$ cat src/sv/syntax_class_lexer_core_assert.svh
// ----------------------------------------------------------------------------
// syntax class lexer assertion macros
// concurrent checks on clk_i, disabled while rst_ni is low
// ----------------------------------------------------------------------------
`ifndef SYNTAX_CLASS_LEXER_CORE_ASSERT_SVH
`define SYNTAX_CLASS_LEXER_CORE_ASSERT_SVH

`ifndef NO_ASSERTIONS

// same-cycle implication
`define SCL_ASSERT_NOW(lbl, ante, cons, msg) \
  lbl: assert property (@(posedge clk_i) disable iff (!rst_ni) (ante) |-> (cons)) \
    else $error(msg);

// next-cycle implication
`define SCL_ASSERT_NEXT(lbl, ante, cons, msg) \
  lbl: assert property (@(posedge clk_i) disable iff (!rst_ni) (ante) |=> (cons)) \
    else $error(msg);

`else

`define SCL_ASSERT_NOW(lbl, ante, cons, msg)
`define SCL_ASSERT_NEXT(lbl, ante, cons, msg)

`endif

`endif

$ cat src/sv/scl_pkg.sv
// ----------------------------------------------------------------------------
// syntax class lexer package
// class codes, lexer state type and byte classification helpers
// ----------------------------------------------------------------------------
`default_nettype none

package scl_pkg;

  localparam int unsigned ClassW = 3;

  localparam logic [ClassW-1:0] CLS_DEFAULT = 3'd0;
  localparam logic [ClassW-1:0] CLS_BLOCK   = 3'd1;
  localparam logic [ClassW-1:0] CLS_LINE    = 3'd2;
  localparam logic [ClassW-1:0] CLS_DQUOTE  = 3'd3;
  localparam logic [ClassW-1:0] CLS_SQUOTE  = 3'd4;
  localparam logic [ClassW-1:0] CLS_DIGIT   = 3'd5;
  localparam logic [ClassW-1:0] CLS_SYMBOL  = 3'd6;

  localparam logic [7:0] CH_SLASH  = 8'h2F;
  localparam logic [7:0] CH_STAR   = 8'h2A;
  localparam logic [7:0] CH_NL     = 8'h0A;
  localparam logic [7:0] CH_DQUOTE = 8'h22;
  localparam logic [7:0] CH_BSLASH = 8'h5C;
  localparam logic [7:0] CH_SQUOTE = 8'h27;
  localparam logic [7:0] CH_ZERO   = 8'h30;
  localparam logic [7:0] CH_NINE   = 8'h39;

  typedef struct packed {
    logic [ClassW-1:0] shown_class;
    logic [ClassW-1:0] pending_class;
    logic              skip_next;
  } lex_state_t;

  localparam lex_state_t LEX_RESET = '{
    shown_class:   CLS_DEFAULT,
    pending_class: CLS_DEFAULT,
    skip_next:     1'b0
  };

  // punctuation set, plus both bytes of the utf-8 pound sign
  function automatic logic in_punct_set(input logic [7:0] ch);
    logic hit;
    hit = ch inside {8'h7B, 8'h7D, 8'h5B, 8'h5D, 8'h28, 8'h29, 8'h21, 8'h27,
                     8'hC2, 8'hA3, 8'h24, 8'h25, 8'h5E, 8'h26, 8'h2A, 8'h2D,
                     8'h2B, 8'h3D, 8'h3A, 8'h3B, 8'h40, 8'h7E, 8'h23, 8'h3C,
                     8'h3E, 8'h2C, 8'h2E, 8'h3F, 8'h2F, 8'h5C, 8'h7C};
    return hit;
  endfunction

  function automatic logic is_digit(input logic [7:0] ch);
    logic hit;
    hit = ch inside {[CH_ZERO:CH_NINE]};
    return hit;
  endfunction

endpackage

`default_nettype wire

$ cat src/sv/scl_classify.sv
// ----------------------------------------------------------------------------
// syntax class lexer step logic
// combinational class decision and next lexer state for one byte
// ----------------------------------------------------------------------------
`default_nettype none

module scl_classify import scl_pkg::*; (
  input  var lex_state_t        state_i,
  input  wire logic [7:0]        current_char_i,
  input  wire logic [7:0]        lookahead_char_i,
  input  wire logic              restart_i,
  output var lex_state_t        state_o,
  output var logic [ClassW-1:0] char_class_o
);

  lex_state_t        cur;
  logic [ClassW-1:0] st;

  always_comb begin
    cur          = restart_i ? LEX_RESET : state_i;
    st           = cur.pending_class;
    state_o      = cur;
    char_class_o = cur.shown_class;

    if (cur.skip_next) begin
      // byte is passed over, repeats the last shown class
      state_o.skip_next = 1'b0;
      char_class_o      = cur.shown_class;
    end else begin
      state_o.shown_class   = st;
      state_o.pending_class = st;
      state_o.skip_next     = 1'b0;
      char_class_o          = st;

      if (st == CLS_DEFAULT && current_char_i == CH_SLASH && lookahead_char_i == CH_STAR) begin
        state_o.skip_next     = 1'b1;
        state_o.shown_class   = CLS_BLOCK;
        state_o.pending_class = CLS_BLOCK;
        char_class_o          = CLS_BLOCK;
      end else if (st == CLS_BLOCK && current_char_i == CH_STAR &&
                   lookahead_char_i == CH_SLASH) begin
        state_o.skip_next     = 1'b1;
        state_o.pending_class = CLS_DEFAULT;
        char_class_o          = CLS_BLOCK;
      end else if (st == CLS_DEFAULT && current_char_i == CH_SLASH &&
                   lookahead_char_i == CH_SLASH) begin
        state_o.skip_next     = 1'b1;
        state_o.shown_class   = CLS_LINE;
        state_o.pending_class = CLS_LINE;
        char_class_o          = CLS_LINE;
      end else if (st == CLS_LINE && current_char_i == CH_NL) begin
        state_o.pending_class = CLS_DEFAULT;
        char_class_o          = CLS_DEFAULT;
      end else if (st == CLS_DEFAULT && current_char_i == CH_DQUOTE) begin
        state_o.pending_class = CLS_DQUOTE;
        char_class_o          = CLS_DQUOTE;
      end else if ((st == CLS_DQUOTE || st == CLS_SQUOTE) && current_char_i == CH_BSLASH) begin
        state_o.skip_next = 1'b1;
        char_class_o      = st;
      end else if (st == CLS_DQUOTE && current_char_i == CH_DQUOTE) begin
        state_o.pending_class = CLS_DEFAULT;
        char_class_o          = CLS_DQUOTE;
      end else if (st == CLS_DEFAULT && current_char_i == CH_SQUOTE) begin
        state_o.pending_class = CLS_SQUOTE;
        char_class_o          = CLS_SQUOTE;
      end else if (st == CLS_SQUOTE && current_char_i == CH_SQUOTE) begin
        state_o.pending_class = CLS_DEFAULT;
        char_class_o          = CLS_SQUOTE;
      end else if (st != CLS_DEFAULT) begin
        char_class_o = st;
      end else if (is_digit(current_char_i)) begin
        state_o.shown_class = CLS_DIGIT;
        char_class_o        = CLS_DIGIT;
      end else if (in_punct_set(current_char_i)) begin
        state_o.shown_class = CLS_SYMBOL;
        char_class_o        = CLS_SYMBOL;
      end else begin
        char_class_o = CLS_DEFAULT;
      end
    end
  end

endmodule

`default_nettype wire

$ cat src/sv/syntax_class_lexer_core.sv
// ----------------------------------------------------------------------------
// syntax class lexer core
// per-byte highlight classifier for c-style comments, strings and tokens
// ----------------------------------------------------------------------------
// usage:
//   input channel carries one text byte per beat with the byte that follows
//   it as lookahead and a restart flag that clears the lexer before the byte
//   output channel returns one 3-bit highlight class per input beat, in order
//   both channels use valid/stall; a beat moves when valid is high and stall
//   is low at the rising edge
//   a byte taken into the input register has its class written to the result
//   register when it steps, which it does once the output side is free
//   throughput: one byte per cycle while out_stall_i is low, set by the single
//   pass of compare logic between the input register and the result register
//   when the receiver stalls, the result stays put; the input register holds
//   one more byte and in_stall_o rises only once both registers are full
//   reset clears both valid flags and returns the lexer to the default class
//   with no pending skip
// ----------------------------------------------------------------------------
`default_nettype none

`include "syntax_class_lexer_core_assert.svh"

module syntax_class_lexer_core import scl_pkg::*; (
  input  wire logic              clk_i,
  input  wire logic              rst_ni,
  input  wire logic              in_valid_i,
  output var  logic              in_stall_o,
  input  wire logic [7:0]        current_char_i,
  input  wire logic [7:0]        lookahead_char_i,
  input  wire logic              restart_i,
  output var  logic              out_valid_o,
  input  wire logic              out_stall_i,
  output var  logic [ClassW-1:0] char_class_o
);

  // input register
  logic       in_valid_q;
  logic [7:0] cur_char_q;
  logic [7:0] look_char_q;
  logic       restart_q;

  // lexer state, advanced once per byte moved to the output
  lex_state_t state_q;
  lex_state_t state_d;

  // result register
  logic              out_valid_q;
  logic [ClassW-1:0] class_q;
  logic [ClassW-1:0] class_d;

  logic out_free;
  logic step;
  logic in_fire;

  // output register can take a new result when empty or being drained
  assign out_free   = !out_valid_q || !out_stall_i;
  assign step       = in_valid_q && out_free;
  assign in_stall_o = in_valid_q && !out_free;
  assign in_fire    = in_valid_i && !in_stall_o;

  scl_classify u_classify (
    .state_i          (state_q),
    .current_char_i   (cur_char_q),
    .lookahead_char_i (look_char_q),
    .restart_i        (restart_q),
    .state_o          (state_d),
    .char_class_o     (class_d)
  );

  // input stage valid: refilled on accept, emptied when its byte steps
  always_ff @(posedge clk_i or negedge rst_ni) begin
    if (!rst_ni) begin
      in_valid_q <= 1'b0;
    end else if (in_fire) begin
      in_valid_q <= 1'b1;
    end else if (step) begin
      in_valid_q <= 1'b0;
    end
  end

  always_ff @(posedge clk_i) begin
    if (in_fire) begin
      cur_char_q  <= current_char_i;
      look_char_q <= lookahead_char_i;
      restart_q   <= restart_i;
    end
  end

  // lexer context
  always_ff @(posedge clk_i or negedge rst_ni) begin
    if (!rst_ni) begin
      state_q <= LEX_RESET;
    end else if (step) begin
      state_q <= state_d;
    end
  end

  // result stage
  always_ff @(posedge clk_i or negedge rst_ni) begin
    if (!rst_ni) begin
      out_valid_q <= 1'b0;
    end else if (out_free) begin
      out_valid_q <= step;
    end
  end

  always_ff @(posedge clk_i) begin
    if (step) begin
      class_q <= class_d;
    end
  end

  assign out_valid_o  = out_valid_q;
  assign char_class_o = class_q;

  // a skipped byte never leaves another skip behind unless it restarts
  `SCL_ASSERT_NEXT(a_skip_single, step && state_q.skip_next && !restart_q,
                   !state_q.skip_next, "skip flag held over two bytes")

  // a byte that steps always lands in the result register
  `SCL_ASSERT_NEXT(a_step_lands, step, out_valid_q, "stepped byte lost before output")

  // input side stalls only when both stages are occupied
  `SCL_ASSERT_NOW(a_stall_full, in_stall_o, in_valid_q && out_valid_q, "stall with a free stage")

  // pending context is never a digit or symbol class
  `SCL_ASSERT_NOW(a_pending_range, out_valid_q, state_q.pending_class <= CLS_SQUOTE,
                  "bad pending class")

endmodule

`default_nettype wire
$ cat config.mk
export PLATFORM = sky130hd
export DESIGN_NAME = syntax_class_lexer_core
export DESIGN_NICKNAME = d
export VERILOG_FILES = /design/src/sv/scl_pkg.sv /design/src/sv/scl_classify.sv /design/src/sv/syntax_class_lexer_core.sv
export VERILOG_INCLUDE_DIRS = /design/src /design/src/sv
export SDC_FILE = /design/constraint.sdc
export NUM_CORES = 1
export LEC_CHECK = 0
export BUFFER_PORTS_ARGS = -buffer_cell sky130_fd_sc_hd__buf_2
export CORE_MARGIN = 3
export CORE_UTILIZATION = 36
export CTS_CLUSTER_SIZE = 30
export DETAILED_ROUTE_END_ITERATION = 16
export MAX_ROUTING_LAYER = met4
export PLACE_DENSITY = 0.61
export SLEW_MARGIN = 20
export SYNTH_ARGS = -nofsm -noshare
export SYNTH_HDL_FRONTEND = slang
export SYNTH_SLANG_ARGS = --single-unit
$ cat constraint.sdc
create_clock -name clk_i -period 4.4 [get_ports clk_i]
set_clock_uncertainty 0.2 [all_clocks]
set_input_delay 0.44 -clock clk_i [delete_from_list [all_inputs] [get_ports clk_i]]
set_output_delay 0.44 -clock clk_i [all_outputs]
set_load 0.05 [all_outputs]
==> flow_metrics.tcl <==
set metrics [dict create \
    n_antenna_cell 0 \
    start_util_pct 38.7 \
    grtUsageTotal_pct 14.8 \
    synth_area_leaders "edfxtp_1 (34%), dfrtp_1 (13%), nand2b_1 (3.6%)" \
    outcome "complete, no violations" \
    yosys.area.top_type "edfxtp_1" \
    hold-path-endpoint "cur_char_q[2]$_DFFE_PP_" \
    cts.sinks 29 \
    synth_top_area_share_pct 34.3 \
    drt_wl_total_um 3660 \
    timing.rr.end "char_class_o[2]$_DFFE_PP_" \
    drcViolationCount 0 \
    rows 24 \
    final_util_pct 45.1 \
    core-area_um2 4530 \
    syn_inst 176 \
    grt_pass1_vias 1328 \
    post_cts_buffers 0 \
    clkLatencyLatePin_ns 0.28 \
    slew_viol_final 0 \
    clk_pin_slew_ns 0.07 \
    fin_crit_ns 2.69 \
    yosys_most_used_dff "edfxtp_1" \
    yosysSeqAreaShare_pct 47.1 \
    syn_area_um2 1750 \
    power_density_nw_per_um2 350 \
    wl_per_cell_um 13.8 \
    hold_start "current_char_i[2]" \
    worst_setup_path_end_kind "register" \
    gp_congestion 0.850 \
    place_ws_ns 1.72 \
    nets 220 \
    rsz0062_at_grt "false" \
    die_h_um 75.8 \
    io_buffers 25 \
    via_per_inst 5.40 \
    synth_area_per_cell_um2 9.96 \
    r2r-start "cur_char_q[4]$_DFFE_PP_" \
    worstSetupPathType "register to register" \
    synth_fp_nets 197 \
    peakVddDrop_mv 0.271 \
    drt_iter0_markers 142 \
    min_path_cells 1 \
    vias 1430 \
    htreeDepth 2 \
    dp_hpwl_um 2770 \
    synth_seq_cells 29 \
    reg2reg_depth 6 \
    p_leak_nw 0.790 \
    cts_buffer_depth 2 \
    final.setup.worst_slack_ns 1.71 \
    tns_ns 0 \
    grt_max_degree 18 \
    worst_pin_slew_ns 0.679 \
    worstPathRequired_ns 4.24 \
    report.final.hold_viol_count 0 \
    synth-edff-count 20 \
    root_buffer "clkbuf_8" \
    path_max_fanout 10 \
    antenna_found_initial 0 \
    ys_warn_count 0 \
    fillers 438 \
    drtPass1Iterations 4 \
    drive_above_1_share_pct 20.5 \
    die_w_um 75.8 \
    synth-async-reset-ratio_pct 31.0 \
    slew_headroom_pct 54.7 \
    area_growth_syn_to_layout_pct 16.6 \
    grt_pass1_wl_um 6150 \
    cts_tree "yes" \
    fin_crit_sh_pct 61.2 \
    holdCritPathClass "input pin to register" \
    gr-total-overflow 0 \
    die-area_um2 5740 \
    crit_arrival_ns 2.53 \
    reg2reg_slack_ns 1.71 \
    numCtsBuffers 5 \
    synth_cell_types 48 \
    fmax_mhz 371 \
    cap_violations 0 \
    total_power_uw 717 \
    setup_violations 0 \
    pin_count 26 \
    startpoint_type "register" \
    antenna_left 0 \
]
[what timing repair did]
action                                 4_1_cts  5_1_grt
resized for setup                            0        0
hold buffers                                 1        0
endpoints found under the hold margin        9        0
[cells in the final DEF (no fill, tap or decap), types with 2 or more instances in the layout]
cell       count
clkbuf_16      2
a31oi_1        2
nand4b_1       2
a21oi_1        8
clkbuf_8       5
inv_1          3
nand3b_1       4
a21o_1         5
nand3_1        4
a211oi_1       3
nor4_1         6
and3_1         3
nor2_1        12
edfxtp_1      20
or2_2          2
buf_2         25
nor3b_1        2
nand4_1        3
a32o_1         2
and2_1         2
nor4b_1        3
o21ai_0       10
nand2b_1      10
nor2b_1        5
dfrtp_1        9
and3b_1        2
nand2_1       16
and4b_1        3
nor3_1         6
[through the flow]
stage | cells | area (um2) | hold slack (ns)
global placement | 256 | 1910 | 0.108
finish | 265 | 2040 | 0.136
detailed placement | 256 | 1910 | 0.111
global route | 265 | 2040 | 0.118
floorplan | 176 | 1750 | -0.0556
CTS | 265 | 2040 | 0.129
[critical path, cell delays in order (launching register included)]
cell	delay, ns
edfxtp_1	0.54
or3_4	0.44
nor4_1	0.47
o2bb2a_1	0.28
nor4bb_1	0.15
nor2b_1	0.15
a32o_1	0.23
[cell type report]
class,instances,area (um2),share of cell area (%)
clock buffer,7,119,5.81
clock inverter,1,5.00,0.245
inverter,3,11.3,0.551
multi-input combinational,134,867,42.4
sequential,29,826,40.4
tap,65,81.3,3.98
timing repair buffer,26,135,6.61
[sequential cells by signal, summed over array words and instances, names as in the netlist]
signal,flops
cur_char_q,8
look_char_q,8
state_q,7
char_class_o,3
in_valid_q,1
out_valid_o,1
restart_q,1
[kinds of logic (layout without fill, tap and decap cells)]
family	Yosys count	after routing	share of synthesized area, %
and+or+nand+nor	94	94	33.8
AOI/OAI and AO/OA	37	37	14.0
DFF	29	29	47.1
buffers and inverters	13	37	3.43
xor gates and xnor gates	2	2	0.999
muxes	1	1	0.642
[routing by layer]
| layer | track usage (%) | wire, um | up-vias | share of wire, % |
|---|---|---|---|---|
| met3 | 3.96 | 159 | 4 | 4.3 |
| met5 | - | 0 | - | 0 |
| met4 | 5.24 | 41 | 0 | 1.1 |
| met2 | 21.6 | 1680 | 41 | 46 |
| met1 | 19.8 | 1770 | 669 | 48 |
| li1 | - | - | 716 | - |
[synth_stat cells, types with 3 or more instances]
cell type	instances
a211oi_1	3
a21o_1	5
a21oi_1	8
and3_1	3
and4b_1	3
clkbuf_1	8
dfrtp_1	9
edfxtp_1	20
inv_1	3
nand2_1	16
nand2b_1	10
nand3_1	4
nand3b_1	4
nand4_1	3
nor2_1	12
nor2b_1	5
nor3_1	6
nor4_1	6
nor4b_1	3
o21ai_0	10
[how the worst max path moves through the flow]
stage	start	slack [ns]	end
2_1_floorplan	cur_char_q[4]$_DFFE_PP_	1.90	char_class_o[2]$_DFFE_PP_
3_3_place_gp	restart_q$_DFFE_PP_	1.75	char_class_o[2]$_DFFE_PP_
3_5_place_dp	cur_char_q[4]$_DFFE_PP_	1.72	char_class_o[2]$_DFFE_PP_
4_1_cts	cur_char_q[4]$_DFFE_PP_	1.72	char_class_o[2]$_DFFE_PP_
5_1_grt	restart_q$_DFFE_PP_	1.57	char_class_o[2]$_DFFE_PP_
6_report	cur_char_q[4]$_DFFE_PP_	1.71	char_class_o[2]$_DFFE_PP_
[report_power, final]
part	leakage (nW)	switching [mW]	internal (mW)
clock	0.0645	0.100	0.179
combinational	0.419	0.0561	0.0370
sequential	0.307	0.0262	0.318
(Power assumes the default switching activity.)
